===== src/hdl/lss_pkg.sv =====
package lss_pkg;

    typedef logic [1:0]         req_t;
    typedef logic [1:0]         status_t;
    typedef logic signed [31:0] data_t;
    typedef logic [5:0]         pos_t;
    typedef logic [6:0]         fill_t;

    localparam req_t REQ_PUSH   = 2'd0;
    localparam req_t REQ_POP    = 2'd1;
    localparam req_t REQ_LIST   = 2'd2;
    localparam req_t REQ_SEARCH = 2'd3;

    localparam status_t ST_OK        = 2'd0;
    localparam status_t ST_EMPTY     = 2'd1;
    localparam status_t ST_FULL      = 2'd2;
    localparam status_t ST_NOT_FOUND = 2'd3;

    // Per-cycle command shared by every cell of the chain.
    typedef struct packed {
        logic push;
        logic pop;
        logic rotate;
    } cell_ctrl_t;

endpackage


===== src/hdl/lss_if.sv =====
interface lss_req_if;
    logic            valid;
    logic            ready;
    lss_pkg::req_t   req_type;
    lss_pkg::data_t  value;

    modport source (output valid, output req_type, output value, input ready);
    modport sink   (input valid, input req_type, input value, output ready);
endinterface

interface lss_rsp_if;
    logic              valid;
    logic              ready;
    lss_pkg::status_t  status;
    lss_pkg::data_t    value_out;
    lss_pkg::pos_t     position;
    lss_pkg::fill_t    fill_level;
    logic              last;

    modport source (output valid, output status, output value_out, output position,
                    output fill_level, output last, input ready);
    modport sink   (input valid, input status, input value_out, input position,
                    input fill_level, input last, output ready);
endinterface


===== src/hdl/lss_cell.sv =====
module lss_cell
(
    input  logic                clk,
    input  lss_pkg::cell_ctrl_t ctrl,
    input  logic                wrap,
    input  lss_pkg::data_t      above,
    input  lss_pkg::data_t      below,
    input  lss_pkg::data_t      top,
    output lss_pkg::data_t      q
);

    lss_pkg::data_t data_reg;

    always_ff @(posedge clk)
    begin
        if (ctrl.push)
        begin
            data_reg <= above;
        end
        else if (ctrl.pop)
        begin
            data_reg <= below;
        end
        else if (ctrl.rotate)
        begin
            // the deepest held entry takes the top entry around the ring
            data_reg <= wrap ? top : below;
        end
    end

    assign q = data_reg;

endmodule


===== src/hdl/lifo_stack_with_search.sv =====
// LIFO stack of signed 32-bit values, held in a chain of cells with the top at cell 0.
// Channel req (sink): req_type selects push, pop, list or search; value is the
// operand. Channel rsp (source): status, value_out, position, fill_level and last
// per result beat; the final beat of every request carries last.
// Push and pop answer in the cycle after acceptance through the output register.
// List rotates the chain one cell per cycle while the output slot is free and emits
// one beat per held entry, top first. Search rotates the chain once around all held
// entries, comparing cell 0 against the key, and answers when the rotation ends.
// The rotation brings the stack back to its original order. Requests are taken one
// at a time: req.ready is high only while no list or search is running and the
// output register is free or being drained. A list or search holds the block for
// one rotation step per held entry. Reset empties the stack at once; cells keep
// data. A stalled rsp holds its beat and freezes a running list.
module lifo_stack_with_search
#(
    parameter int STACK_DEPTH = 32
)
(
    input  logic     clk,
    input  logic     rst_n,
    lss_req_if.sink  req,
    lss_rsp_if.source rsp
);

    localparam int CW = $clog2(STACK_DEPTH + 1);
    localparam int IW = $clog2(STACK_DEPTH);

    localparam logic [1:0] S_IDLE   = 2'd0;
    localparam logic [1:0] S_LIST   = 2'd1;
    localparam logic [1:0] S_SEARCH = 2'd2;

    logic [1:0]       state_reg, state_next;
    logic [CW-1:0]    count_reg, count_next;
    logic [IW-1:0]    idx_reg, idx_next;
    lss_pkg::data_t   key_reg, key_next;
    logic             found_reg, found_next;
    logic [IW-1:0]    hit_reg, hit_next;

    logic             out_valid_reg, out_valid_next;
    lss_pkg::status_t out_status_reg, out_status_next;
    lss_pkg::data_t   out_value_reg, out_value_next;
    lss_pkg::pos_t    out_pos_reg, out_pos_next;
    lss_pkg::fill_t   out_fill_reg, out_fill_next;
    logic             out_last_reg, out_last_next;

    lss_pkg::cell_ctrl_t ctrl;
    lss_pkg::data_t      cell_q [STACK_DEPTH];

    logic slot_free, accept, full, empty, idx_last, hit;

    assign slot_free = !out_valid_reg || rsp.ready;
    assign req.ready = (state_reg == S_IDLE) && slot_free;
    assign accept    = req.valid && req.ready;
    assign full      = count_reg == CW'(STACK_DEPTH);
    assign empty     = count_reg == '0;
    assign idx_last  = (CW'(idx_reg) + CW'(1)) == count_reg;
    assign hit       = cell_q[0] == key_reg;

    genvar gi;
    generate
        for (gi = 0; gi < STACK_DEPTH; gi++)
        begin : g_cell
            lss_pkg::data_t above, below;
            logic           wrap;

            if (gi == 0)
            begin : g_first
                assign above = req.value;
            end
            else
            begin : g_mid
                assign above = cell_q[gi-1];
            end

            if (gi == STACK_DEPTH - 1)
            begin : g_end
                assign below = '0;
            end
            else
            begin : g_inner
                assign below = cell_q[gi+1];
            end

            assign wrap = count_reg == CW'(gi + 1);

            lss_cell u_cell
            (
                .clk   (clk),
                .ctrl  (ctrl),
                .wrap  (wrap),
                .above (above),
                .below (below),
                .top   (cell_q[0]),
                .q     (cell_q[gi])
            );
        end
    endgenerate

    always_comb
    begin
        state_next      = state_reg;
        count_next      = count_reg;
        idx_next        = idx_reg;
        key_next        = key_reg;
        found_next      = found_reg;
        hit_next        = hit_reg;
        ctrl            = '0;
        out_valid_next  = slot_free ? 1'b0 : out_valid_reg;
        out_status_next = out_status_reg;
        out_value_next  = out_value_reg;
        out_pos_next    = out_pos_reg;
        out_fill_next   = out_fill_reg;
        out_last_next   = out_last_reg;

        case (state_reg)
            S_IDLE:
            begin
                if (accept)
                begin
                    out_value_next = '0;
                    out_pos_next   = '0;
                    out_fill_next  = lss_pkg::fill_t'(count_reg);
                    out_last_next  = 1'b1;
                    case (req.req_type)
                        lss_pkg::REQ_PUSH:
                        begin
                            out_valid_next = 1'b1;
                            if (full)
                            begin
                                out_status_next = lss_pkg::ST_FULL;
                            end
                            else
                            begin
                                ctrl.push       = 1'b1;
                                count_next      = count_reg + CW'(1);
                                out_status_next = lss_pkg::ST_OK;
                                out_fill_next   = lss_pkg::fill_t'(count_reg + CW'(1));
                            end
                        end
                        lss_pkg::REQ_POP:
                        begin
                            out_valid_next = 1'b1;
                            if (empty)
                            begin
                                out_status_next = lss_pkg::ST_EMPTY;
                            end
                            else
                            begin
                                ctrl.pop        = 1'b1;
                                count_next      = count_reg - CW'(1);
                                out_status_next = lss_pkg::ST_OK;
                                out_value_next  = cell_q[0];
                                out_fill_next   = lss_pkg::fill_t'(count_reg - CW'(1));
                            end
                        end
                        lss_pkg::REQ_LIST:
                        begin
                            if (empty)
                            begin
                                out_valid_next  = 1'b1;
                                out_status_next = lss_pkg::ST_EMPTY;
                            end
                            else
                            begin
                                state_next = S_LIST;
                                idx_next   = '0;
                            end
                        end
                        default:
                        begin
                            if (empty)
                            begin
                                out_valid_next  = 1'b1;
                                out_status_next = lss_pkg::ST_NOT_FOUND;
                            end
                            else
                            begin
                                state_next = S_SEARCH;
                                idx_next   = '0;
                                found_next = 1'b0;
                                key_next   = req.value;
                            end
                        end
                    endcase
                end
            end
            S_LIST:
            begin
                // advance one entry per free output slot
                if (slot_free)
                begin
                    ctrl.rotate     = 1'b1;
                    out_valid_next  = 1'b1;
                    out_status_next = lss_pkg::ST_OK;
                    out_value_next  = cell_q[0];
                    out_pos_next    = lss_pkg::pos_t'(idx_reg);
                    out_fill_next   = lss_pkg::fill_t'(count_reg);
                    out_last_next   = idx_last;
                    idx_next        = idx_reg + IW'(1);
                    if (idx_last)
                    begin
                        state_next = S_IDLE;
                    end
                end
            end
            S_SEARCH:
            begin
                // keep rotating after a hit so the order is restored
                ctrl.rotate = 1'b1;
                idx_next    = idx_reg + IW'(1);
                if (!found_reg && hit)
                begin
                    found_next = 1'b1;
                    hit_next   = idx_reg;
                end
                if (idx_last)
                begin
                    state_next     = S_IDLE;
                    out_valid_next = 1'b1;
                    out_value_next = '0;
                    out_fill_next  = lss_pkg::fill_t'(count_reg);
                    out_last_next  = 1'b1;
                    if (found_reg)
                    begin
                        out_status_next = lss_pkg::ST_OK;
                        out_pos_next    = lss_pkg::pos_t'(hit_reg);
                    end
                    else if (hit)
                    begin
                        out_status_next = lss_pkg::ST_OK;
                        out_pos_next    = lss_pkg::pos_t'(idx_reg);
                    end
                    else
                    begin
                        out_status_next = lss_pkg::ST_NOT_FOUND;
                        out_pos_next    = '0;
                    end
                end
            end
            default:
            begin
                state_next = S_IDLE;
            end
        endcase
    end

    always_ff @(posedge clk or negedge rst_n)
    begin
        if (!rst_n)
        begin
            state_reg     <= S_IDLE;
            count_reg     <= '0;
            out_valid_reg <= 1'b0;
        end
        else
        begin
            state_reg     <= state_next;
            count_reg     <= count_next;
            out_valid_reg <= out_valid_next;
        end
    end

    always_ff @(posedge clk)
    begin
        idx_reg        <= idx_next;
        key_reg        <= key_next;
        found_reg      <= found_next;
        hit_reg        <= hit_next;
        out_status_reg <= out_status_next;
        out_value_reg  <= out_value_next;
        out_pos_reg    <= out_pos_next;
        out_fill_reg   <= out_fill_next;
        out_last_reg   <= out_last_next;
    end

    assign rsp.valid      = out_valid_reg;
    assign rsp.status     = out_status_reg;
    assign rsp.value_out  = out_value_reg;
    assign rsp.position   = out_pos_reg;
    assign rsp.fill_level = out_fill_reg;
    assign rsp.last       = out_last_reg;

endmodule


===== src/flat_wrapper.sv =====
// flat-port wrapper written by rule: the top's interface ports become plain ports
module lifo_stack_with_search_flat 
#(
    parameter int STACK_DEPTH = 32
)
  (clk, rst_n, req_valid, req_req_type, req_value, req_ready, rsp_valid, rsp_status, rsp_value_out, rsp_position, rsp_fill_level, rsp_last, rsp_ready);
  lss_req_if req_i ();
  lss_rsp_if rsp_i ();
  input  logic clk;
  input  logic rst_n;
  input wire logic [$bits(req_i.valid)-1:0] req_valid;
  input wire logic [$bits(req_i.req_type)-1:0] req_req_type;
  input wire logic [$bits(req_i.value)-1:0] req_value;
  output wire logic [$bits(req_i.ready)-1:0] req_ready;
  output wire logic [$bits(rsp_i.valid)-1:0] rsp_valid;
  output wire logic [$bits(rsp_i.status)-1:0] rsp_status;
  output wire logic [$bits(rsp_i.value_out)-1:0] rsp_value_out;
  output wire logic [$bits(rsp_i.position)-1:0] rsp_position;
  output wire logic [$bits(rsp_i.fill_level)-1:0] rsp_fill_level;
  output wire logic [$bits(rsp_i.last)-1:0] rsp_last;
  input wire logic [$bits(rsp_i.ready)-1:0] rsp_ready;
  assign req_i.valid = req_valid;
  assign req_i.req_type = req_req_type;
  assign req_i.value = req_value;
  assign req_ready = req_i.ready;
  assign rsp_valid = rsp_i.valid;
  assign rsp_status = rsp_i.status;
  assign rsp_value_out = rsp_i.value_out;
  assign rsp_position = rsp_i.position;
  assign rsp_fill_level = rsp_i.fill_level;
  assign rsp_last = rsp_i.last;
  assign rsp_i.ready = rsp_ready;
  lifo_stack_with_search #(.STACK_DEPTH(STACK_DEPTH)) u_core (.clk(clk), .rst_n(rst_n), .req(req_i), .rsp(rsp_i));
endmodule

===== config.mk =====
export PLATFORM = sky130hd
export DESIGN_NAME = lifo_stack_with_search_flat
export DESIGN_NICKNAME = d
export VERILOG_FILES = /design/src/hdl/lss_pkg.sv /design/src/hdl/lss_if.sv /design/src/hdl/lss_cell.sv /design/src/hdl/lifo_stack_with_search.sv /design/src/flat_wrapper.sv
export SDC_FILE = /design/constraint.sdc
export NUM_CORES = 2
export LEC_CHECK = 0
export ABC_CLOCK_PERIOD_IN_PS = 11500
export BUFFER_PORTS_ARGS = -buffer_cell sky130_fd_sc_hd__buf_2
export CORE_MARGIN = 2
export CORE_UTILIZATION = 46
export DETAILED_ROUTE_END_ITERATION = 8
export GPL_TIMING_DRIVEN = 0
export PLACE_DENSITY = 0.68
export SLEW_MARGIN = 25
export SYNTH_ARGS = -nofsm -noshare
export SYNTH_HDL_FRONTEND = slang
export SYNTH_HIERARCHICAL = 1
export SYNTH_SLANG_ARGS = --single-unit

===== constraint.sdc =====
create_clock -name clk -period 11.5 [get_ports clk]
set_input_delay 1.725 -clock clk [delete_from_list [all_inputs] [get_ports clk]]
set_output_delay 1.725 -clock clk [all_outputs]
set_load 0.01 [all_outputs]

==> reports/qor.yml <==
critical_path:
  crit_type: "primary input to flop"
  slowest_delay_ns: 0.60
  critPathTopFamily: "buffers and inverters"
  cp_max_fo: 32
  start_kind: "primary input"
  path_buf_inv: 9
  worst_path_most_repeated_cell: "buf_16"
  worstPathRequired_ns: 11.89
  worstSetupStartpoint: "req_req_type[0]"
  end_kind: "flop"
  crit_slowest_cell: "or3_2"
  r2r_end: "u_core/g_cell[28].u_cell/q[5]$_DFFE_PP_"
  r2r_slack_ns: 7.06
  r2r-start: "u_core/count_reg[1]$_DFFE_PN0P_"
  r2r_cells: 14
  critPathArrivalTime_ns: 5.25
  path_cells: "buf_2 > clkbuf_1 > nor2_1 > o31ai_4 > nor2_4 > buf_12 > buf_12 > buf_16 > buf_16 > buf_16 > buf_16 > buf_6 > or3_2"
  critPathCapture: "u_core/g_cell[28].u_cell/q[5]$_DFFE_PP_"
  cp.depth: 13
placed_design:
  dpl.cell_count: 8674
  hpwlAfterDp_mm: 187
  io_buffers: 85
  place_congestion: 0.899
sta:
  slew_violations: 0
  finalHoldViolCount: 0
  min_period_ns: 4.86
  timing.fmax_mhz: 206
  fin_worst_skew_ns: 0.0292
  max_slew_margin_pct: 26.0
  setup_tns_ns: 0
  worstMarginPinSlew_ns: 1.11
  min_period_over_period_pct: 42.2
  rsz0062_at_grt: "false"
  hold_ws_ns: 0.458
  setup_viol: 0
synthesis:
  synth-edff-count: 1114
  yosys.area_share.xor_xnor_pct: 0.472
  syn_avg_cell_area_um2: 12.2
  ys_seq_elements: 1123
  ys.warnings.count: 6
  synth_compound_area_share_pct: 21.9
  ys_types: 70
  synth_cells: 6223
  synthFlopType: "edfxtp_1"
  synthSimpleGateAreaFrac_pct: 22.3
  syn_area_mm2: 0.0761
  synthMuxAreaShare_pct: 0.0707
  synth_top_family_by_area: "simple AND/OR/NAND/NOR gates"
  synth-adder-area-share_pct: 0.256
  async_reset_ff_share_pct: 0.801
  seq_area_frac_synth_pct: 44.2
detailed_routing:
  wirelength_mm: 241
  vias: 55300
  post_drt_via_cell_ratio: 6.20
  ant_nets: 0
  wl_per_cell_um: 27.0
  drtPass1Iterations: 6
  route.detailed.drc: 0
  first_iter_violations: 6742
power:
  cellLeakagePower_uw: 0.0299
  irDropWorstVdd_uv: 143
  power.density_mw_per_mm2: 243
die:
  die-area_mm2: 0.169
  die_w_um: 411
  io_pins: 88
  rows: 149
  core_area_mm2: 0.165
  initial_utilization_pct: 46.2
  die_h_um: 411
clocking:
  ctsResizeCount: 0
  clk_latency_ns: 0.79
  cts.reportedPaths.clkPinSlew_ns: 0.05
  hold_buffers: 0
  cts_sinks: 1123
  cts_max_level: 4
  cts.path.max_buffers: 3
  root_buffer: "clkbuf_16"
  numCtsBuffers: 135
  cts_setup_buffers: 0
  cts_tree: "yes"
finish:
  finalNetCount: 6675
  final_common_cell: "edfxtp_1"
  utilization_pct: 52.4
  mostFrequentLayoutCells: "edfxtp_1 (1114), nand2_1 (1049), inv_1 (1035)"
  largest_reg_flops: 1024
  drive_above_1_share_pct: 31.0
  num_antenna_cells: 0
  syn2layout_area_growth_pct: 13.3
  fin_cells: 8917
global_routing:
  antenna_found_initial: 1
  grt_pass1_wl_mm: 356
  grt_max_degree: 33
  grt_pass1_vias: 54300
  overflow: 0
  track_usage_pct: 27.8
job:
  drv_cap: 0
outcome:
  status: "finished, final reports clean"
worst_hold_path:
  hold_path.class: "flop to flop"
[how the worst min path moves through the flow]
| stage | slack, ns | cells past startpoint | endpoint | from |
|---|---|---|---|---|
| detailed placement | 0.45 | 0 | u_core/hit_reg[2]$_DFFE_PP_ | u_core/idx_reg[2]$_SDFFCE_PP0P_ |
| floorplan | 0.43 | 0 | u_core/hit_reg[2]$_DFFE_PP_ | u_core/idx_reg[2]$_SDFFCE_PP0P_ |
| finish | 0.46 | 0 | u_core/hit_reg[2]$_DFFE_PP_ | u_core/idx_reg[2]$_SDFFCE_PP0P_ |
| global placement | 0.45 | 0 | u_core/hit_reg[2]$_DFFE_PP_ | u_core/idx_reg[2]$_SDFFCE_PP0P_ |
| CTS | 0.46 | 0 | u_core/hit_reg[2]$_DFFE_PP_ | u_core/idx_reg[2]$_SDFFCE_PP0P_ |
| global route | 0.46 | 0 | u_core/hit_reg[2]$_DFFE_PP_ | u_core/idx_reg[2]$_SDFFCE_PP0P_ |
[cell type report]
class / count / area (um2)
Buffer: 631 / 4340
Clock buffer: 180 / 3740
Clock inverter: 63 / 429
Fill cell: 14000 / 78400
Inverter: 1035 / 3880
Multi-Input combinational cell: 3466 / 34400
Sequential cell: 1123 / 33700
Tap cell: 2189 / 2740
Timing Repair Buffer: 230 / 2970
[synth_stat cells (32+ instances only)]
cell	number	area (um2)
edfxtp_1	1114	33500
nand2_1	1049	3940
inv_1	1035	3880
nand4bb_1	1024	11500
o311ai_2	960	15600
buf_2	482	2410
buf_8	96	1440
o311ai_1	64	561
nor2_1	49	184
buf_6	37	417
or3_1	36	225
xor2_1	33	289
nor2b_4	32	440
[power by group]
part / switching (uW) / leakage (uW) / total (uW) / internal, uW
logic: 4710 / 0.0174 / 8040 / 3330
registers: 1510 / 0.0105 / 8750 / 7240
clock network: 1760 / 0.00205 / 4130 / 2370
total: 7980 / 0.0299 / 20900 / 12900
[through the flow]
stage / setup slack (ns) / total power, uW / cell area (um2)
3_5_place_dp: 5.89 / 16600 / 82000
4_1_cts: 6.71 / 20700 / 86200
3_3_place_gp: -7.56 / 15800 / 79400
6_report: 6.64 / 20900 / 86200
2_1_floorplan: 1.23 / 13100 / 76200
5_1_grt: 6.48 / 21700 / 86200
[layer usage]
layer	global-route usage, %	up-vias	routed length [um]	share of wire [%]
li1	-	24500	-	-
met1	38.9	27400	102000	42
met2	41.7	2836	104000	43
met3	5.17	559	22400	9.3
met4	13.0	0	12200	5.1
met5	0	-	0	0
[cell families (layout without fill, tap and decap cells)]
family	Yosys count	after routing
muxes	5	5
buffers and inverters	1666	2139
adders and majority gates	15	15
other	1	33
xor gates and xnor gates	41	41
and+or+nand+nor	2284	2284
DFF	1123	1123
AOI/OAI and AO/OA	1088	1088
(Power assumes the default switching activity.)
